### src/rtl/tone_note_sequencer_unit_defines.svh
// Assertion helpers used by the sequencer RTL.
`ifndef TONE_NOTE_SEQUENCER_UNIT_DEFINES_SVH
`define TONE_NOTE_SEQUENCER_UNIT_DEFINES_SVH

// Same-cycle implication, sampled on clk, quiet while in reset.
`define TNS_ASSERT_IMPLY(label, ante, cons, msg) \
    label: assert property (@(posedge clk) disable iff (!rst_n) (ante) |-> (cons)) \
        else $error(msg);

// Next-cycle implication, sampled on clk, quiet while in reset.
`define TNS_ASSERT_NEXT(label, ante, cons, msg) \
    label: assert property (@(posedge clk) disable iff (!rst_n) (ante) |=> (cons)) \
        else $error(msg);

`endif

### src/rtl/tns_pkg.sv
package tns_pkg;

    localparam int NOTE_DEPTH = 256;
    localparam int NOTE_AW    = $clog2(NOTE_DEPTH);
    localparam int LEN_W      = NOTE_AW + 1;
    localparam int GAP_TICKS  = 20;

    localparam logic [15:0] IDLE_FREQ = 16'd25;
    localparam logic [6:0]  VOL_MAX   = 7'd100;

    localparam logic [1:0] REQ_TICK  = 2'd0;
    localparam logic [1:0] REQ_WRITE = 2'd1;
    localparam logic [1:0] REQ_START = 2'd2;
    localparam logic [1:0] REQ_STOP  = 2'd3;

    localparam logic [2:0] CFG_VOLUME      = 3'd0;
    localparam logic [2:0] CFG_TEMPO_MULT  = 3'd1;
    localparam logic [2:0] CFG_TEMPO_DIV   = 3'd2;
    localparam logic [2:0] CFG_SONG_LENGTH = 3'd3;
    localparam logic [2:0] CFG_REPEAT      = 3'd4;

    typedef struct packed {
        logic [15:0] freq;
        logic [15:0] dur;
    } note_entry_t;

    typedef struct packed {
        logic        start;
        logic [31:0] dividend;
        logic [15:0] divisor;
    } div_req_t;

endpackage

### src/rtl/tns_div.sv
module tns_div
    import tns_pkg::*;
(
    input  logic        clk,
    input  logic        rst_n,
    input  div_req_t    req,
    output logic        done,
    output logic [31:0] quotient
);

    // restoring divider, one quotient bit per cycle
    logic [31:0] dvd_reg, dvd_next;
    logic [15:0] rem_reg, rem_next;
    logic [15:0] dvs_reg, dvs_next;
    logic [4:0]  cnt_reg, cnt_next;
    logic        busy_reg, busy_next;
    logic        done_reg, done_next;
    logic [16:0] trial;

    always_comb
    begin
        dvd_next  = dvd_reg;
        rem_next  = rem_reg;
        dvs_next  = dvs_reg;
        cnt_next  = cnt_reg;
        busy_next = busy_reg;
        done_next = 1'b0;
        trial     = {rem_reg, dvd_reg[31]};
        if (req.start)
        begin
            dvd_next  = req.dividend;
            dvs_next  = req.divisor;
            rem_next  = '0;
            cnt_next  = 5'd31;
            busy_next = 1'b1;
        end
        else if (busy_reg)
        begin
            if (trial >= {1'b0, dvs_reg})
            begin
                rem_next = 16'(trial - {1'b0, dvs_reg});
                dvd_next = {dvd_reg[30:0], 1'b1};
            end
            else
            begin
                rem_next = trial[15:0];
                dvd_next = {dvd_reg[30:0], 1'b0};
            end
            if (cnt_reg == 5'd0)
            begin
                busy_next = 1'b0;
                done_next = 1'b1;
            end
            else
            begin
                cnt_next = cnt_reg - 5'd1;
            end
        end
    end

    always_ff @(posedge clk or negedge rst_n)
    begin
        if (!rst_n)
        begin
            busy_reg <= 1'b0;
            done_reg <= 1'b0;
            cnt_reg  <= '0;
        end
        else
        begin
            busy_reg <= busy_next;
            done_reg <= done_next;
            cnt_reg  <= cnt_next;
        end
    end

    always_ff @(posedge clk)
    begin
        dvd_reg <= dvd_next;
        rem_reg <= rem_next;
        dvs_reg <= dvs_next;
    end

    assign done     = done_reg;
    assign quotient = dvd_reg;

endmodule

### config.mk
export PLATFORM = sky130hd
export DESIGN_NAME = tns_div
export DESIGN_NICKNAME = d
export VERILOG_FILES = /design/src/rtl/tone_note_sequencer_unit_defines.svh /design/src/rtl/tns_pkg.sv /design/src/rtl/tns_div.sv
export SDC_FILE = /design/constraint.sdc
export NUM_CORES = 1
export LEC_CHECK = 0
export BUFFER_PORTS_ARGS = -buffer_cell sky130_fd_sc_hd__clkbuf_2
export CORE_MARGIN = 2
export CORE_UTILIZATION = 39
export DETAILED_ROUTE_END_ITERATION = 10
export GPL_TIMING_DRIVEN = 0
export PLACE_DENSITY_LB_ADDON = 0.2
export SETUP_SLACK_MARGIN = 0.5
export SLEW_MARGIN = 20
export SYNTH_ARGS = -nofsm -noshare
export SYNTH_HDL_FRONTEND = slang
export SYNTH_SLANG_ARGS = --single-unit
### constraint.sdc
create_clock -name clk -period 6.1 [get_ports clk]
set_input_delay 1.22 -clock clk [delete_from_list [all_inputs] [get_ports clk]]
set_output_delay 1.22 -clock clk [all_outputs]
set_load 0.01 [all_outputs]
After elaboration in Yosys (flattened, before gate mapping):

Cells that the tools add are included.

* bits in registers: 71
* input port bits: 51
* output and inout port bits: 33
* word-level logic and storage cells: 26

* add/subtract/negate cells: 2
* $lt $le $gt $ge: 1
* eq/ne operators: 1
* mux-type cells: 13
* reduce and logical (&&, ||, !) cells: 3

Operators by type and width (number)
* $mux W32: 2
* $ge A17 B16 Y1: 1
* $mux W16: 1
* $sub A16 B16 Y16: 1
* $mux W5: 3
* $mux W1: 7
* $logic_not A5 Y1: 1
* $sub A5 B1 Y5 const B: 1
* $ne A2 B2 Y1 const B: 1
* $reduce_and A2 Y1: 1
* $reduce_bool A2 Y1: 1

Longest topological paths before layout:

Gate-level depths: netlist (run 1).

* depth after elaboration: 4
* mapped depth: 11
* mapped depth without buffers: 10

Worst setup path before layout (run 1):

No wires, ideal clock.

* kind: input-to-reg
* start: input req[48] in the netlist's numbering
* end: register dvd_reg[0], in the netlist quotient[0], enable pin
* library setup time: 0.375 ns
* data arrival time: 2.323 ns
* required time: 5.725 ns
* slack: 3.402 ns
* cell stages on the path: 3
* path buffers: 2
* path through: clkbuf_1 clkbuf_1 or2_2

* longest elaborated chain between the ends: 1

Ends and longest elaborated chain
* start: declaration: line tns_div.sv:6 `input div_req_t req,`
* $reduce_bool A2 Y1 (no source line)
* end signal: assignment: line tns_div.sv:79 `dvd_reg <= dvd_next;`
* end: declaration: line tns_div.sv:12 `logic [31:0] dvd_reg, dvd_next;`

Every way passes these cells.
A chain may end at the register's enable or synchronous reset.

Worst setup path after layout (run 1):

* start: input req[48] in the netlist's numbering
* end: register dvd_reg[12], in the netlist quotient[12], enable pin

The elaborated chain is that of the path after synthesis.

==> results of run 1 <==
stage by stage:
stage	cells	setup slack [ns]	cell area, um^2
floorplan	320	3.40	3760
global route	548	2.62	4570
detailed placement	532	2.38	4340
global placement	532	2.40	4340
finish	548	2.83	4570
CTS	548	2.78	4570
metal layers:
layer	share of wire (%)	wire, um	vias to the layer above
met5	0	0	-
met4	0.71	59	0
met3	7.9	655	4
met2	47	3870	87
met1	45	3710	1345
li1	-	-	1357
path summary, 6_finish.rpt:
check	start	end	slack (ns)	depth (start not counted)
max reg2reg	dvs_reg[14]	rem_reg[13]	3.46	10
min reg2reg	rem_reg[15]	rem_reg[15]	0.50	2
max in group asynchronous	rst_n	cnt_reg[4]	5.26	1
max	req[48]	quotient[12]	2.83	4
min	rem_reg[15]	rem_reg[15]	0.50	2
min in group asynchronous	rst_n	cnt_reg[1]	0.66	1
cells in the final DEF, fill, tap and decap left out, types with 2 or more instances in the layout:
cell	instances
nand3_1	4
nor3_1	3
nor2b_1	2
nand2_1	11
mux2i_1	9
o21ai_0	4
dfrtp_1	7
nor4_1	5
a21o_1	5
a21oi_1	15
clkbuf_2	83
a211o_1	2
dfxtp_1	16
buf_6	2
inv_6	2
clkinv_4	2
edfxtp_1	48
o21a_1	5
clkbuf_8	9
ha_1	18
o311ai_0	2
xor2_1	2
buf_1	3
xnor2_1	14
mux2_2	31
bufinv_16	2
a211oi_1	11
nand2b_1	6
clkbuf_1	7
or2_2	2
nor2_1	32
nand4b_1	2
o211a_1	3
inv_1	25
synthesized netlist by cell type, types with 2 or more instances:
library cell  number  area [um^2]
o211a_1            3         30.0
mux2_2            31          349
a211o_1            2         17.5
nand2b_1           6         37.5
a21oi_1           15         75.1
nand4b_1           2         17.5
inv_1             25         93.8
nor2b_1            2         12.5
o311ai_0           2         17.5
dfxtp_1           16          320
mux2i_1            9         90.1
a21o_1             5         37.5
o21ai_0            4         20.0
o21a_1             5         37.5
dfrtp_1            7          175
ha_1              18          225
edfxtp_1          48         1440
or2_2              2         12.5
nor3_1             3         15.0
clkbuf_1           7         26.3
xnor2_1           14          123
nand2_1           11         41.3
nor2_1            32          120
buf_6              2         22.5
nor4_1             5         31.3
nand3_1            4         20.0
buf_1              3         11.3
a211oi_1          11         82.6
xor2_1             2         17.5
worst reg2reg max path: cells and delay by family (launching register included):
| family | cells | cell delay, ns |
|---|---|---|
| compound gates | 4 | 1.17 |
| buf+inv | 3 | 0.42 |
| flops | 1 | 0.37 |
| simple gates | 2 | 0.31 |
| fa+ha+maj | 1 | 0.29 |
cells by family (layout without fill, tap and decap cells):
| group | after synthesis | count (layout) | share of synthesized area [%] |
|---|---|---|---|
| muxes | 40 | 40 | 11.7 |
| buffers and inverters | 38 | 137 | 4.22 |
| AOI/OAI and AO/OA | 60 | 60 | 12.2 |
| DFF | 71 | 71 | 51.5 |
| and+or+nand+nor | 76 | 76 | 10.2 |
| xor gates and xnor gates | 16 | 16 | 3.72 |
| adders and majority gates | 19 | 19 | 6.52 |
cell type report:
class | instances | area (um^2)
plain buffers | 13 | 65.1
clock inverters | 7 | 103
inverters | 25 | 93.8
clock buffers | 9 | 124
fillers | 910 | 4720
repair buffers | 83 | 415
multi-input cells | 211 | 1670
well taps | 129 | 161
flip-flops and latches | 71 | 1940
where the power goes:
part           internal [uW]  total [uW]  switching, uW
registers                606         666           60.2
clock network            234         435            201
logic                    323         682            359
total                   1160        1780            621
==> results by group, run 1 <==
Logic synthesis
  • Asr flop ratio synth: 9.86%
  • Ys flop type: edfxtp_1
  • Post-synthesis area per instance: 11.8 um^2
  • Syn Nets: slightly below 400
  • Flops & latches, synth: 71
  • Post-Synthesis Cells: 320
  • Post-synth EDFFs: 48
  • Post-synth cell types: 53
  • Post-synthesis sequential area ratio: about half
  • Synthesized area: 3760 um^2
  • Ys Warns: 0

Clock network
  • Post_cts resized: 0
  • Clk_lat worst skew: 0.37 ns
  • Total CTS buffers: 9
  • Hold buffers post-CTS: 0
  • Max clock buf depth: 2
  • Clk root buf: clkbuf_8
  • H-Tree Depth: 3
  • Worst-path clk slew: ~0.08 ns
  • Clock sinks: 71
  • CTS tree: done
  • Number of setup buffers added after CTS: 0

GRT
  • Antenna violations before repair: 0
  • GR Layer Usage met3: 8.00%
  • Pin count of the biggest net entering global routing: 33
  • All-layer global routing usage: between 15 and 20%
  • First-pass GRT wire length: 13.7 mm
  • Vias in the first global route: 2,905
  • Global route overflow: 0
  • Met2 Resource Use GR: approximately 27%
  • GRT met1 Usage: about a fifth
  • Gr busiest metal: met2

Job
  • Number of max-cap violations: 0

STA
  • Final Hold Fails: 0
  • Setup TNS: 0 ns
  • Worst Skew: 0.0153 ns
  • Hold WS: about 0.5 ns
  • Pins Over Slew Limit: 0
  • Max Clk Rate: 306 MHz
  • Worst Tran Pin Value: 0.763 ns
  • Final critical-path required period: 3.27 ns
  • Setup violators final: 0
  • Final worst path period share: 53.6%
  • RSZ-0062 raised after global routing: no
  • Max-slew headroom: approximately half

Power and ir drop
  • Maximum VDD drop: 0.184 mV
  • Pwr Density: 391 nW/um^2
  • Leak pwr: 0.00202 uW
  • Tot Pwr: 1780 uW

Setup path
  • Crit. End Element: flip-flop
  • Top Family by Delay on Critical Path: buffers and inverters
  • WP buf/inv: 3
  • Crit Path Class: input port to flip-flop
  • Most used cell, CP: clkbuf_1
  • Sequence of cells on the critical path: clkbuf_2 > clkbuf_1 > clkbuf_1 > or2_2
  • CP max-delay cell: or2_2
  • Element type at the critical path start: input port
  • Critical Path AT: 3.26 ns
  • Crit-path max FO: 32
  • Largest stage delay, worst path: around 0.7 ns
  • WP data required: 6.10 ns

Route
  • Final wirelength: 8.29 mm
  • Via-per-instance ratio: 5.10
  • Antenna viol nets, final: 0
  • Pre-antenna DRT Iters: 4
  • Drt initial violations: 72
  • Via count: 2,793
  • WL/cell: about 15 um
  • DRC errors left: 0

Floorplanning
  • Boundary Pins: 84
  • Die width: roughly 100 um
  • Core ar.: approximately 9300 um^2
  • Die Y: around 100 um
  • Die ar.: 10,400 um^2
  • Initial Utilization: ~41%
  • Core Rows: 35

Final layout
  • Diode count: 0
  • Largest register FFs: 32
  • Ratio of cells with drive above 1 in the final layout: 33.9%
  • End-of-flow core utilization: 49.2%
  • Nets: about 480
  • Syn-to-layout area delta: 21.4%

Worst hold path
  • Hold crit path type: flip-flop to flip-flop

Placement
  • IO Port Bufs: 83
  • Hpwl dp: 5.92 mm
  • RePlAce Congestion: 0.775

Outcome
  • Status: finished, final reports clean
(Power assumes the default switching activity.)
==> run 2: changes to the inputs <==
Settings changed: ABC_AREA set to 1.
Clock period 6.1 ns to 3.1 ns, I/O delays scaled along.
==> run 2 against run 1 <==
  * Count of clock-buffer cells in the layout grew 4
  * First-iteration DRC count is 64% higher
  * Combinational power rose to 2.6 times the previous value
  * Critical endpoint is now quotient[31]
==> results by group, run 2 <==
Setup path
  • Worst-case reg-to-reg path depth: 11 (was 10)
  • Crit-path max FO: 32 (unchanged)
  • Reg2reg start: quotient[31] (was dvs_reg[14])
  • CP startpoint: req[48] (unchanged)
  • Element type at the critical path start: input port (unchanged)
  • WP data required: 3.10 ns (was 6.10 ns)
  • Crit Path Class: input port to flip-flop (unchanged)
  • Crit. End Element: flip-flop (unchanged)
  • Critical Path AT: 2.35 ns (was 3.26 ns)

Placement
  • Hpwl dp: 7.28 mm (was 5.92 mm)
  • Post-DP Area: 4710 um^2 (was 4340 um^2)
  • RePlAce Congestion: 0.943 (was 0.775)
  • Dpl cells: 731 (was 532)
  • IO Port Bufs: 83 (unchanged)

Logic synthesis
  • Post-synth EDFFs: 48 (unchanged)
  • Ys Warns: 0 (unchanged)
  • Synthesized area: 4120 um^2 (was 3760 um^2)
  • Asr flop ratio synth: 9.86% (unchanged)
  • Synth Area in XOR/XNOR: 1.28% (was 3.72%)
  • Syn Nets: 582 (was 390)
  • Area fraction of the dominant cell type after synthesis: 35.0% (was 38.3%)
  • Adder-Cell Fraction of Synth Area: 5.95% (was 6.52%)
  • Top-count cell post-synth: nand2_1 (was edfxtp_1)
  • Flops & latches, synth: 71 (unchanged)
  • Synth area leaders: edfxtp_1, nand2_1, dfxtp_1, inv_1, ha_1 (was edfxtp_1, mux2_2, dfxtp_1, ha_1, dfrtp_1)
  • Post-synthesis area per instance: 8.05 um^2 (was 11.8 um^2)
  • Commonest cells in the netlist: nand2_1, inv_1, edfxtp_1 (was edfxtp_1, nor2_1, mux2_2)
  • Largest family of logic cells by synthesized area: simple AND/OR/NAND/NOR gates (was compound AO/OA/AOI/OAI gates)
  • Synth area leader: edfxtp_1 (unchanged)
  • Mux contribution to synthesized area: 0% (was 11.7%)
  • Post-Synthesis Cells: 512 (was 320)
  • Synth Area in Compound Gates: 2.85% (was 12.2%)
  • Post-synth cell types: 34 (was 53)
  • Simple-gate share of the synthesized area: 34.4% (was 10.2%)
  • Ys flop type: edfxtp_1 (unchanged)
  • Post-synthesis sequential area ratio: 47.0% (was 51.5%)

Final layout
  • Syn-to-layout area delta: 18.9% (was 21.4%)
  • Leading cell type in the layout, fill and taps excluded: nand2_1 (was clkbuf_2)
  • Ratio of cells with drive above 1 in the final layout: 22.1% (was 33.9%)
  • Cell area after layout: 4900 um^2 (was 4570 um^2)
  • Largest register FFs: 32 (unchanged)
  • End-of-flow core utilization: 47.7% (was 49.2%)
  • Filler cells: 1,037 (was 910)
  • Commonest non-fill, non-tap cells in the layout: nand2_1, clkbuf_2, inv_1 (was clkbuf_2, edfxtp_1, nor2_1)
  • Non-filler instance count after layout: 747 (was 548)
  • Nets: 676 (was 484)
  • Diode count: 0 (unchanged)

Floorplanning
  • Die width: 107 um (was 102 um)
  • Die Y: 107 um (was 102 um)
  • Core ar.: 10,300 um^2 (was 9280 um^2)
  • Die ar.: 11,400 um^2 (was 10,400 um^2)
  • Initial Utilization: 40.1% (was 40.5%)
  • Boundary Pins: 84 (unchanged)
  • Core Rows: 37 (was 35)

GRT
  • Vias in the first global route: 3,488 (was 2,905)
  • First-pass GRT wire length: 16.1 mm (was 13.7 mm)
  • Antenna violations before repair: 0 (unchanged)
  • Global route overflow: 0 (unchanged)
  • Pin count of the biggest net entering global routing: 33 (unchanged)
  • All-layer global routing usage: 17.9% (was 17.2%)

Clock network
  • Number of setup buffers added after CTS: 0 (unchanged)
  • Clk_lat worst skew: 0.34 ns (was 0.37 ns)
  • Max clock buf depth: 2 (unchanged)
  • H-Tree Depth: 3 (unchanged)
  • CTS tree: done (unchanged)
  • Clock sinks: 71 (unchanged)
  • Clk root buf: clkbuf_8 (unchanged)
  • Worst-path clk slew: 0.07 ns (was 0.08 ns)
  • Hold buffers post-CTS: 0 (unchanged)
  • Total CTS buffers: 9 (unchanged)

STA
  • Final worst path period share: 75.8%
  • Max-slew headroom: 63.6% (was 49.1%)
  • Worst Skew: 0.0116 ns (was 0.0153 ns)
  • Final critical-path required period: 2.35 ns
  • Pins Over Slew Limit: 0 (unchanged)
  • RSZ-0062 raised after global routing: no (unchanged)
  • Final Hold Fails: 0 (unchanged)
  • Worst Tran Pin Value: 0.547 ns (was 0.763 ns)
  • Setup violators final: 0 (unchanged)
  • Max Clk Rate: approximately 430 MHz

Outcome
  • Status: finished, final reports clean (unchanged)

Route
  • Antenna viol nets, final: 0 (unchanged)
  • Via count: 3,504 (was 2,793)
  • DRC errors left: 0 (unchanged)
  • Via-per-instance ratio: 4.69 (was 5.10)
  • Drt initial violations: 118 (was 72)
  • Final wirelength: 9.57 mm (was 8.29 mm)
  • WL/cell: 12.8 um (was 15.1 um)
  • Pre-antenna DRT Iters: 4 (unchanged)

Power and ir drop
  • Maximum VDD drop: 0.238 mV (was 0.184 mV)
  • Pwr Density: 778 nW/um^2 (was 391 nW/um^2)
  • Tot Pwr: 3810 uW (was 1780 uW)
  • Leak pwr: 0.00262 uW (was 0.00202 uW)

Worst hold path
  • Hold crit path type: input port to asynchronous set/reset pin (was flip-flop to flip-flop)

Job
  • Number of max-cap violations: 0 (unchanged)
run 2: changes by cell type after synthesis, moves of 11 or more:
| cell | change |
|---|---|
| mux2_2 | -31 |
| nand3_1 | +24 |
| inv_1 | +39 |
| nand2_2 | +15 |
| nand3b_1 | +18 |
| nand2_1 | +210 |
| a211oi_1 | -11 |
| nor2_1 | -21 |
run 2: layer usage:
layer  share of wire [%]  global-route usage [%]  wire (um)
met1                  45                    22.2       4300
met4                 1.2                    6.40        119
met3                 7.5                    5.41        717
met2                  46                    29.5       4440
met5                   0                       0          0
run 2: final cells by class:
class	instances	area, um^2	share of cell area, %
sequential	71	1940	39.5
multi-input combinational	359	1840	37.5
timing repair buffer	83	415	8.48
inverter	69	262	5.34
tap	136	170	3.47
clock buffer	13	139	2.84
buffer	13	92.6	1.89
clock inverter	3	46.3	0.945
run 2: power by group:
part           total [uW]  internal, uW  switching (uW)  leakage, uW
clock                 712           375             337    0.0000878
sequential           1290          1190             107     0.000711
combinational        1800           712            1090      0.00182
total                3810          2270            1540      0.00262
run 2: final timing paths:
| path | endpoint | slack (ns) |
|---|---|---|
| worst max-delay path | quotient[31] | 0.75 |
| worst min-delay path | cnt_reg[4] | 0.10 |
| worst max register to register | rem_reg[12] | 1.07 |
| worst min register to register | rem_reg[9] | 0.47 |
| max in group asynchronous | cnt_reg[1] | 2.82 |
| min in group clk | dvs_reg[9] | 0.45 |
run 2: what timing repair did:
action	CTS	global route
endpoints found under the hold margin	0	0
setup endpoints to repair	32	32
resized for setup	2	2
run 2: cell families after synthesis:
kind of cell,after synthesis
xor gates and xnor gates,6
DFF,71
and+or+nand+nor,314
AOI/OAI and AO/OA,20
buffers and inverters,82
adders and majority gates,19
run 2: critical path, cell delays in order:
cell      delay, ns
clkbuf_2       0.43
clkbuf_1       0.47
nor2_2         0.18
clkbuf_2       0.26
inv_4          0.36
run 2: metrics by stage:
| step | worst slack, ns | TNS (ns) | hold slack, ns |
|---|---|---|---|
| 6_report | 0.750 | 0 | 0.104 |
| 3_3_place_gp | -0.436 | -13.86 | 0.459 |
| 3_5_place_dp | -0.0648 | -2.00 | 0.458 |
| 4_1_cts | 0.591 | 0 | 0.0812 |
| 5_1_grt | 0.509 | 0 | 0.0956 |
| 2_1_floorplan | 0.803 | 0 | 0.324 |
